File: src/sv/ctd_pkg.sv
`timescale 1ns / 1ps
`default_nettype none

package ctd_pkg;

  localparam int SWITCH_BITS = 10;

  localparam int HUND_W = 7;
  localparam int SIXTY_W = 6;

  localparam logic [HUND_W-1:0]  MAX_HUND  = HUND_W'(99);
  localparam logic [SIXTY_W-1:0] MAX_SIXTY = SIXTY_W'(59);

  localparam logic [2:0] MODE_TICK     = 3'd0;
  localparam logic [2:0] MODE_TOGGLE   = 3'd1;
  localparam logic [2:0] MODE_SET_HUND = 3'd2;
  localparam logic [2:0] MODE_SET_SEC  = 3'd3;
  localparam logic [2:0] MODE_SET_MIN  = 3'd4;

  localparam logic [7:0] SEG_ZERO = 8'h3F;

  typedef struct packed {
    logic [2:0]             mode;
    logic [SWITCH_BITS-1:0] switch_value;
  } ctd_in_t;

  typedef struct packed {
    logic [31:0] seg_low_digits;
    logic [15:0] seg_high_digits;
    logic        is_running;
    logic        expired;
  } ctd_out_t;

  // segment pattern, bit 0 = segment a
  function automatic logic [7:0] seg_of(input logic [3:0] d);
    logic [7:0] s;
    case (d)
      4'd0:    s = SEG_ZERO;
      4'd1:    s = 8'h06;
      4'd2:    s = 8'h5B;
      4'd3:    s = 8'h4F;
      4'd4:    s = 8'h66;
      4'd5:    s = 8'h6D;
      4'd6:    s = 8'h7C;
      4'd7:    s = 8'h07;
      4'd8:    s = 8'h7F;
      4'd9:    s = 8'h67;
      default: s = SEG_ZERO;
    endcase
    return s;
  endfunction

  // two segment bytes (tens, ones) of a value below 100; v/10 = (v*205)>>11
  function automatic logic [15:0] seg_pair(input logic [HUND_W-1:0] v);
    logic [14:0] p;
    logic [3:0]  tens;
    logic [6:0]  tens_x10;
    logic [3:0]  ones;
    p        = 15'(v) * 15'd205;
    tens     = p[14:11];
    tens_x10 = 7'(tens) * 7'd10;
    ones     = 4'(v - tens_x10);
    return {seg_of(tens), seg_of(ones)};
  endfunction

endpackage

`default_nettype wire

File: src/sv/countdown_timer_seven_segment_top.sv
`timescale 1ns / 1ps
`default_nettype none

// Channel  Direction  Payload     Handshake
// in_      input      ctd_in_t    in_valid / in_ready
// out_     output     ctd_out_t   out_valid / out_ready
//
// The counter update and the segment decode sit between the state registers
// and the result register, so a transfer can be taken every cycle while
// out_ready is high.
// Reset loads 59:59.59 with the countdown running and empties the result
// register. A stalled result blocks input only while out_ready is low.

module countdown_timer_seven_segment_top (
  input  wire logic              clk,
  input  wire logic              rst_n,
  input  wire logic              in_valid,
  output logic                   in_ready,
  input  wire ctd_pkg::ctd_in_t  in_data,
  output logic                   out_valid,
  input  wire logic              out_ready,
  output ctd_pkg::ctd_out_t      out_data
);

  import ctd_pkg::*;

  logic [HUND_W-1:0]  hund_r, hund_nxt;
  logic [SIXTY_W-1:0] sec_r, sec_nxt;
  logic [SIXTY_W-1:0] min_r, min_nxt;
  logic               running_r, running_nxt;
  logic               out_valid_r;
  ctd_out_t           out_data_r, out_data_nxt;
  logic               in_xfer;
  logic               at_zero;

  assign in_ready  = !out_valid_r || out_ready;
  assign in_xfer   = in_valid && in_ready;
  assign out_valid = out_valid_r;
  assign out_data  = out_data_r;

  assign at_zero = (hund_r == '0) && (sec_r == '0) && (min_r == '0);

  always_comb begin
    hund_nxt    = hund_r;
    sec_nxt     = sec_r;
    min_nxt     = min_r;
    running_nxt = running_r;
    case (in_data.mode)
      MODE_TICK: begin
        if (running_r && !at_zero) begin
          if (hund_r != '0) begin
            hund_nxt = hund_r - 1'b1;
          end else begin
            hund_nxt = MAX_HUND;
            if (sec_r != '0) begin
              sec_nxt = sec_r - 1'b1;
            end else begin
              sec_nxt = MAX_SIXTY;
              min_nxt = min_r - 1'b1;
            end
          end
        end
      end
      MODE_TOGGLE: running_nxt = !running_r;
      MODE_SET_HUND: begin
        hund_nxt = (in_data.switch_value > SWITCH_BITS'(MAX_HUND)) ?
                   MAX_HUND : HUND_W'(in_data.switch_value);
      end
      MODE_SET_SEC: begin
        sec_nxt = (in_data.switch_value > SWITCH_BITS'(MAX_SIXTY)) ?
                  MAX_SIXTY : SIXTY_W'(in_data.switch_value);
      end
      MODE_SET_MIN: begin
        min_nxt = (in_data.switch_value > SWITCH_BITS'(MAX_SIXTY)) ?
                  MAX_SIXTY : SIXTY_W'(in_data.switch_value);
      end
      default: ;
    endcase

    out_data_nxt.seg_low_digits  = {seg_pair(HUND_W'(sec_nxt)), seg_pair(hund_nxt)};
    out_data_nxt.seg_high_digits = seg_pair(HUND_W'(min_nxt));
    out_data_nxt.is_running      = running_nxt;
    out_data_nxt.expired         = (hund_nxt == '0) && (sec_nxt == '0) && (min_nxt == '0);
  end

  always_ff @(posedge clk) begin
    if (!rst_n) begin
      hund_r      <= HUND_W'(59);
      sec_r       <= MAX_SIXTY;
      min_r       <= MAX_SIXTY;
      running_r   <= 1'b1;
      out_valid_r <= 1'b0;
    end else begin
      if (in_xfer) begin
        hund_r      <= hund_nxt;
        sec_r       <= sec_nxt;
        min_r       <= min_nxt;
        running_r   <= running_nxt;
        out_valid_r <= 1'b1;
      end else if (out_ready) begin
        out_valid_r <= 1'b0;
      end
    end
  end

  always_ff @(posedge clk) begin
    if (in_xfer) begin
      out_data_r <= out_data_nxt;
    end
  end

`ifndef SYNTHESIS
  a_range: assert property (@(posedge clk) disable iff (!rst_n)
    (hund_r <= MAX_HUND) && (sec_r <= MAX_SIXTY) && (min_r <= MAX_SIXTY))
    else $error("timer counter out of range");

  a_stopped_hold: assert property (@(posedge clk) disable iff (!rst_n)
    in_xfer && (in_data.mode == MODE_TICK) && !running_r |=>
      $stable(hund_r) && $stable(sec_r) && $stable(min_r))
    else $error("tick changed counters while stopped");

  a_expired_digits: assert property (@(posedge clk) disable iff (!rst_n)
    out_valid_r && out_data_r.expired |->
      (out_data_r.seg_low_digits == {4{SEG_ZERO}}) &&
      (out_data_r.seg_high_digits == {2{SEG_ZERO}}))
    else $error("expired result shows nonzero digits");

  a_result_matches_state: assert property (@(posedge clk) disable iff (!rst_n)
    out_valid_r |-> (out_data_r.is_running == running_r) &&
      (out_data_r.expired == at_zero))
    else $error("result flags disagree with timer state");
`endif

endmodule

`default_nettype wire
File: config.mk
export PLATFORM = sky130hd
export DESIGN_NAME = countdown_timer_seven_segment_top
export DESIGN_NICKNAME = d
export VERILOG_FILES = /design/src/sv/ctd_pkg.sv /design/src/sv/countdown_timer_seven_segment_top.sv
export SDC_FILE = /design/constraint.sdc
export NUM_CORES = 1
export LEC_CHECK = 0
export BUFFER_PORTS_ARGS = -buffer_cell sky130_fd_sc_hd__buf_2
export CORE_ASPECT_RATIO = 0.8
export CORE_MARGIN = 5
export CORE_UTILIZATION = 55
export CTS_BUF_LIST = sky130_fd_sc_hd__clkbuf_2 sky130_fd_sc_hd__clkbuf_4 sky130_fd_sc_hd__clkbuf_8
export DETAILED_ROUTE_END_ITERATION = 10
export HOLD_SLACK_MARGIN = 0.1
export PLACE_DENSITY = 0.82
export SLEW_MARGIN = 25
export SYNTH_ARGS = -nofsm -noshare
export SYNTH_HDL_FRONTEND = slang
export SYNTH_SLANG_ARGS = --single-unit
File: constraint.sdc
create_clock -name clk -period 13.72 [get_ports clk]
set_clock_uncertainty 0.15 [all_clocks]
set_input_delay 2.058 -clock clk [delete_from_list [all_inputs] [get_ports clk]]
set_output_delay 2.058 -clock clk [all_outputs]
set_load 0.05 [all_outputs]
# [Word level (Yosys, flattened, before mapping)]
# Memory sizes are Yosys's and may differ from the RTL's. A register that Yosys moved wholly into a read port is not among the register bits.
# Index checks and enable logic that the tools add are counted.
[classes] add_sub_neg=6 n_mul=6 order_cmp=2 n_eq_ne=4 muxes=16 reduce_logical=20
[op_table] cell="$mux W6" n=7
[op_table] cell="$mul A6 B8 Y14 const B" n=2
[op_table] cell="$logic_not A6 Y1" n=4
[op_table] cell="$pmux W6 S2" n=2
[op_table] cell="$mux W7" n=3
[op_table] cell="$mul A7 B8 Y15 const B" n=1
[op_table] cell="$logic_not A7 Y1" n=2
[op_table] cell="$pmux W7 S2" n=1
[op_table] cell="$sub A4 B4 Y4" n=3
[op_table] cell="$sub A6 B1 Y6 const B" n=2
[op_table] cell="$gt A10 B6 Y1 const B" n=1
[op_table] cell="$gt A10 B7 Y1 const B" n=1
[op_table] cell="$reduce_bool A7 Y1" n=1
[op_table] cell="$sub A7 B1 Y7 const B" n=1
[op_table] cell="$eq A3 B2 Y1 const B" n=2
[op_table] cell="$logic_and A1 B1 Y1" n=6
[op_table] cell="$mul A3 B3 Y3 const B" n=2
[op_table] cell="$reduce_bool A6 Y1" n=1
[op_table] cell="$mul A4 B3 Y3 const B" n=1
[op_table] cell="$eq A3 B1 Y1 const B" n=1
[op_table] cell="$eq A3 B3 Y1 const B" n=1
[op_table] cell="$logic_not A1 Y1" n=3
[op_table] cell="$logic_not A3 Y1" n=1
[op_table] cell="$mux W1" n=3
[op_table] cell="2 further kinds" n=2
[totals] regBits=71 romBits=560 in_bits=17 out_inout_bits=52 mem_count=6
[memory_table] memory="(name not given)" depth=16 word_bits=7 read_ports=1 rd_clocked_by_memory_dff=1 wr=0 line_no="ctd_pkg.sv:37" text="case (d)"
[memory_table] memory="(name not given)" depth=16 word_bits=7 read_ports=1 rd_clocked_by_memory_dff=1 wr=0 line_no="ctd_pkg.sv:37"
[memory_table] memory="(name not given)" depth=16 word_bits=7 read_ports=1 rd_clocked_by_memory_dff=1 wr=0 line_no="ctd_pkg.sv:37"
[memory_table] memory="(name not given)" depth=16 word_bits=7 read_ports=1 rd_clocked_by_memory_dff=1 wr=0 line_no="ctd_pkg.sv:37"
[memory_table] memory="(name not given)" depth=8 word_bits=7 read_ports=1 rd_clocked_by_memory_dff=1 wr=0 line_no="ctd_pkg.sv:37"
[memory_table] memory="(name not given)" depth=8 word_bits=7 read_ports=1 rd_clocked_by_memory_dff=1 wr=0 line_no="ctd_pkg.sv:37"

# [Logic depth before layout (Yosys ltp)]
[depth] word_depth=10 ltp_mapped=33 ltp_nobuf=31

# [Worst setup path before layout]
# OpenSTA, ideal clock, no wires.
[synth_path] kind="input -> register" start="input port in_data[10] (netlist name)" end="register out_data[22] (netlist name)" t_arrival_ns=8.047 t_required_ns=13.311 path_slack_ns=5.264 path_stages=25 path_buffers=2 path_cell_list="buf_2 nor3_1 a21boi_1 a21oi_1 o21ai_0 inv_1 ha_1 fa_1 fa_1 ha_1 ha_1 nand4_1 or3_1 a311oi_1 a31o_2 a21oi_1 xnor2_1 xnor2_1 ha_1 inv_1 and4_1 o21a_1 or2_1 buf_2 o31a_1"
[synth_between] elab_chain_len=5
[synth_lines] item="from (decl)" line_no="countdown_timer_seven_segment_top.sv:19" text="input wire ctd_pkg::ctd_in_t in_data,"
[synth_lines] item="$eq A3 B2 Y1 or $logic_not A3 Y1 (tied branches)" line_no="countdown_timer_seven_segment_top.sv:48" text="case (in_data.mode)"
[synth_lines] item="$pmux W7 S2 *" line_no="countdown_timer_seven_segment_top.sv:48"
[synth_lines] item="net hund_nxt[1]" line_no="countdown_timer_seven_segment_top.sv:27" text="logic [HUND_W-1:0] hund_r, hund_nxt;"
[synth_lines] item="$mul A7 B8 Y15" line_no="ctd_pkg.sv:59" text="p = 15'(v) * 15'd205;"
[synth_lines] item="$mul A4 B3 Y3" line_no="ctd_pkg.sv:61" text="tens_x10 = 7'(tens) * 7'd10;"
[synth_lines] item="$sub A4 B4 Y4 *" line_no="ctd_pkg.sv:62" text="ones = 4'(v - tens_x10);"
# Mark *: on every way through the listed nets, which the timed path passes. The rest lies on a longest branch.
# A chain may end at the register's enable or synchronous reset.

# [Worst setup path after layout]
[layout_path] start="input port in_data[12] (netlist name)" end="register out_data[22] (netlist name)"
[layout_between] elab_chain_len=5
[layout_lines] item="$eq A3 B2 Y1 or $logic_not A3 Y1 (tied branches)" line_no="countdown_timer_seven_segment_top.sv:48"
[layout_lines] item="$pmux W7 S2 *" line_no="countdown_timer_seven_segment_top.sv:48"
[layout_lines] item="net hund_nxt[1]" line_no="countdown_timer_seven_segment_top.sv:27"
[layout_lines] item="$mul A7 B8 Y15" line_no="ctd_pkg.sv:59"
[layout_lines] item="$mul A4 B3 Y3" line_no="ctd_pkg.sv:61"
[layout_lines] item="$sub A4 B4 Y4 *" line_no="ctd_pkg.sv:62"
# Marked as above.

==> flow_summary.json <==
{
  "area_taken_by_multi_input_logic_gates_sq_um": 4400,
  "fin_crit_sh_pct": 67.94,
  "portbufs": 62,
  "status": "finished, final reports clean",
  "share_comb_of_total_power_pct": 69.2,
  "dr.pass1.iters": 5,
  "post_cts_hold_buffer_count": 0,
  "average_wire_per_cell_in_the_routed_design_microns": 17.05,
  "finalHoldViolations": 0,
  "synth_enable_flop_cells": 44,
  "initial_core_util_pct": 56.45,
  "number_of_instances_resized_during_post_cts_repair": 0,
  "drive_above_1_share_pct": 14.69,
  "postSynthCellCount": 689,
  "route.final.wire_length_microns": 15290,
  "netSwitchingPower_uw": 855.8,
  "worst_hold_path_type": "reg2reg",
  "grt_pass1_wl_microns": 25370,
  "postSynth.asyncResetShare_pct": 0,
  "worstRegToRegCells": 29,
  "via_count": 5356,
  "ys_seq_elements": 65,
  "switching_share_pct": 49.09,
  "synthesis.area_sq_um": 6551,
  "post-synth-top-area-cell": "ha_1",
  "initial_antenna_violation_count": 0,
  "maxSlewHeadroom_pct": 41.61,
  "antenna-diode-count": 0,
  "grt_pass1_vias": 5288,
  "grt_use_total_pct": 21.58,
  "hpwl_microns": 12080,
  "final.hold.worst_slack_ps": 370.1,
  "first_iteration_detailed_routing_drc_count": 454,
  "portion_of_synthesized_cell_area_occupied_by_the_leading_cell_type_pct": 21.96,
  "worst-slew-pin-transition_ps": 874.8,
  "critical_path.endpoint_type": "register",
  "timing.hold.worst_path_depth": 2,
  "overall_die_area_sq_um": 14210,
  "die_h_microns": 107.6,
  "worstSetupPathType": "in2reg",
  "globalRouteOverflowTotal": 0,
  "power.density_cell_area_nw_per_um2": 242.9,
  "synth-seq-area-share_pct": 26.59,
  "clkSlewWorstSetupHoldPaths_ps": 80,
  "setup_violations": 0,
  "maxClockFrequency_mhz": 107.3,
  "clock_sinks": 65,
  "grt_max_degree": 53,
  "slew_viol_final": 0,
  "dieWidth_microns": 132.0,
  "cellInternalPower_uw": 887.4,
  "postSynth.topFlopCell": "edfxtp_1",
  "htree_num_levels": 3,
  "row_count": 35,
  "maxCapViolCount": 0,
  "critPathLaunchType": "input pin",
  "filler_cell_count": 964,
  "seqPwrFrac_pct": 19.8,
  "power.leakage_nw": 3.294,
  "clk_latency_ps": 350,
  "cts-buffers-inserted": 9,
  "synthesis.yosys.warnings": 0,
  "crit_required_ps": 13680,
  "postRouteAntennaNets": 0,
  "vdd_ir_drop_max_v": 0.0001201,
  "area_growth_pct": 9.568,
  "synth.avg_cell_area_sq_um": 9.508,
  "clkPwrFrac_pct": 11.0,
  "cts_tree": "built",
  "final_nets": 898,
  "io_pins": 69,
  "most_frequent_cell_after_synthesis": "ha_1",
  "synth_common_cells": "ha_1 (115), inv_1 (78), nand2_1 (55), nor2_1 (45), edfxtp_1 (44)",
  "clockBufferDepth": 2,
  "top_cells_by_area_synth": "ha_1 (22%), edfxtp_1 (20%), fa_1 (6.7%), dfxtp_1 (6.4%), inv_1 (4.5%)",
  "area.sequential_sq_um": 1742,
  "post_cts.repair.setup_buffers": 0,
  "critical_path_arrival_ps": 9280,
  "place.gp.congestion": 0.9509,
  "post_drt_via_cell_ratio": 5.971,
  "coreArea_sq_um": 11600,
  "yosysUniqueCellTypes": 86,
  "min_period_ps": 9321,
  "critical_path_peak_fanout": 23,
  "remaining_drc_errors": 0,
  "clk_root_buffer_cell": "clkbuf_8",
  "rsz0062_at_grt": "false",
  "totalNegativeSetupSlack_ps": 0
}
==> layout by cell type (no fill, tap or decap), types with 9 or more instances in the layout <==
cell / n
nand4_1: 10
buf_2: 62
nand2_1: 55
a21oi_1: 27
nand3_1: 9
fa_1: 22
nor3_1: 15
ha_1: 115
inv_1: 78
dfxtp_1: 21
nor2_1: 45
a21o_1: 12
edfxtp_1: 44
xnor2_1: 17
clkbuf_8: 9
o211ai_1: 19
o21ai_0: 31
nand2b_1: 11
a31oi_1: 11
==> area by class of cell <==
cell class                      instances  share of cell area [%]
Tap cell                              148                   2.580
Clock inverter                          7                   1.394
Inverter                               80                   4.201
Multi-Input combinational cell        524                   61.30
Timing Repair Buffer                   64                   4.532
Sequential cell                        65                   24.26
Clock buffer                            9                   1.726
==> sequential cells by signal, indices dropped and copies added, names as in the netlist <==
register,cells
hund_r,7
out_data,44
sec_r,6
out_valid,1
running_r,1
min_r,6
==> cell families after synthesis <==
group	count (synthesis)	share of synthesized area, %
and+or+nand+nor	198	15.85
AOI/OAI and AO/OA	158	17.72
adders and majority gates	137	28.69
buffers and inverters	105	6.532
DFF	65	26.59
xor gates and xnor gates	23	4.163
muxes	2	0.4010
other	1	0.05724
==> worst max-delay path: stages <==
cell      delay (ps)
buf_2            220
nor3_1           600
a21boi_1         470
a21oi_1          120
o21ai_0          660
inv_1            240
ha_1             380
fa_1             400
fa_1             470
ha_1             300
ha_1             290
nand4_1          100
or3_1            430
a311oi_1         350
a31o_2           300
a21oi_1          100
xnor2_1          470
xnor2_1          190
ha_1             160
inv_1             40
a31oi_1          210
nor3_1           110
or2_1            340
o31a_1           250
==> worst paths after layout <==
| path | startpoint | slack (ps) | to |
|---|---|---|---|
| worst max-delay path | in_data[12] | 4400 | out_data[22]$_DFFE_PP_ |
| worst min-delay path | sec_r[0]$_SDFFE_PN1P_ | 370 | sec_r[0]$_SDFFE_PN1P_ |
| worst max register to register | sec_r[0]$_SDFFE_PN1P_ | 4860 | out_data[22]$_DFFE_PP_ |
| worst min register to register | sec_r[0]$_SDFFE_PN1P_ | 370 | sec_r[0]$_SDFFE_PN1P_ |
==> power by group through the flow <==
stage,clock (mW),sequential [mW],combinational (mW)
floorplan,0,0.548,0.770
global placement,0,0.349,1.15
detailed placement,0,0.350,1.20
CTS,0.192,0.346,1.21
global route,0.202,0.352,1.35
finish,0.191,0.346,1.21
==> metrics by stage <==
stage	instances	setup slack (ps)	util [%]	instance area (sq um)	total power, mW
after CTS	897	4578	61.84	7177	1.747
after detailed placement	881	4204	59.91	6953	1.548
after global routing	897	3966	61.85	7178	1.899
after floorplan	694	5264	-	6570	1.318
final	897	4399	61.85	7178	1.743
after global placement	881	4415	59.91	6953	1.495
==> routing by layer <==
metal / vias to the layer above / global-route usage, % / part of all wire [%]
met5: - / 0 / 0
met1: 2514 / 29.06 / 44
met4: 0 / 5.433 / 1.5
met3: 26 / 4.813 / 8.0
met2: 227 / 35.40 / 46
li1: 2589 / - / -
(Power assumes the default switching activity.)
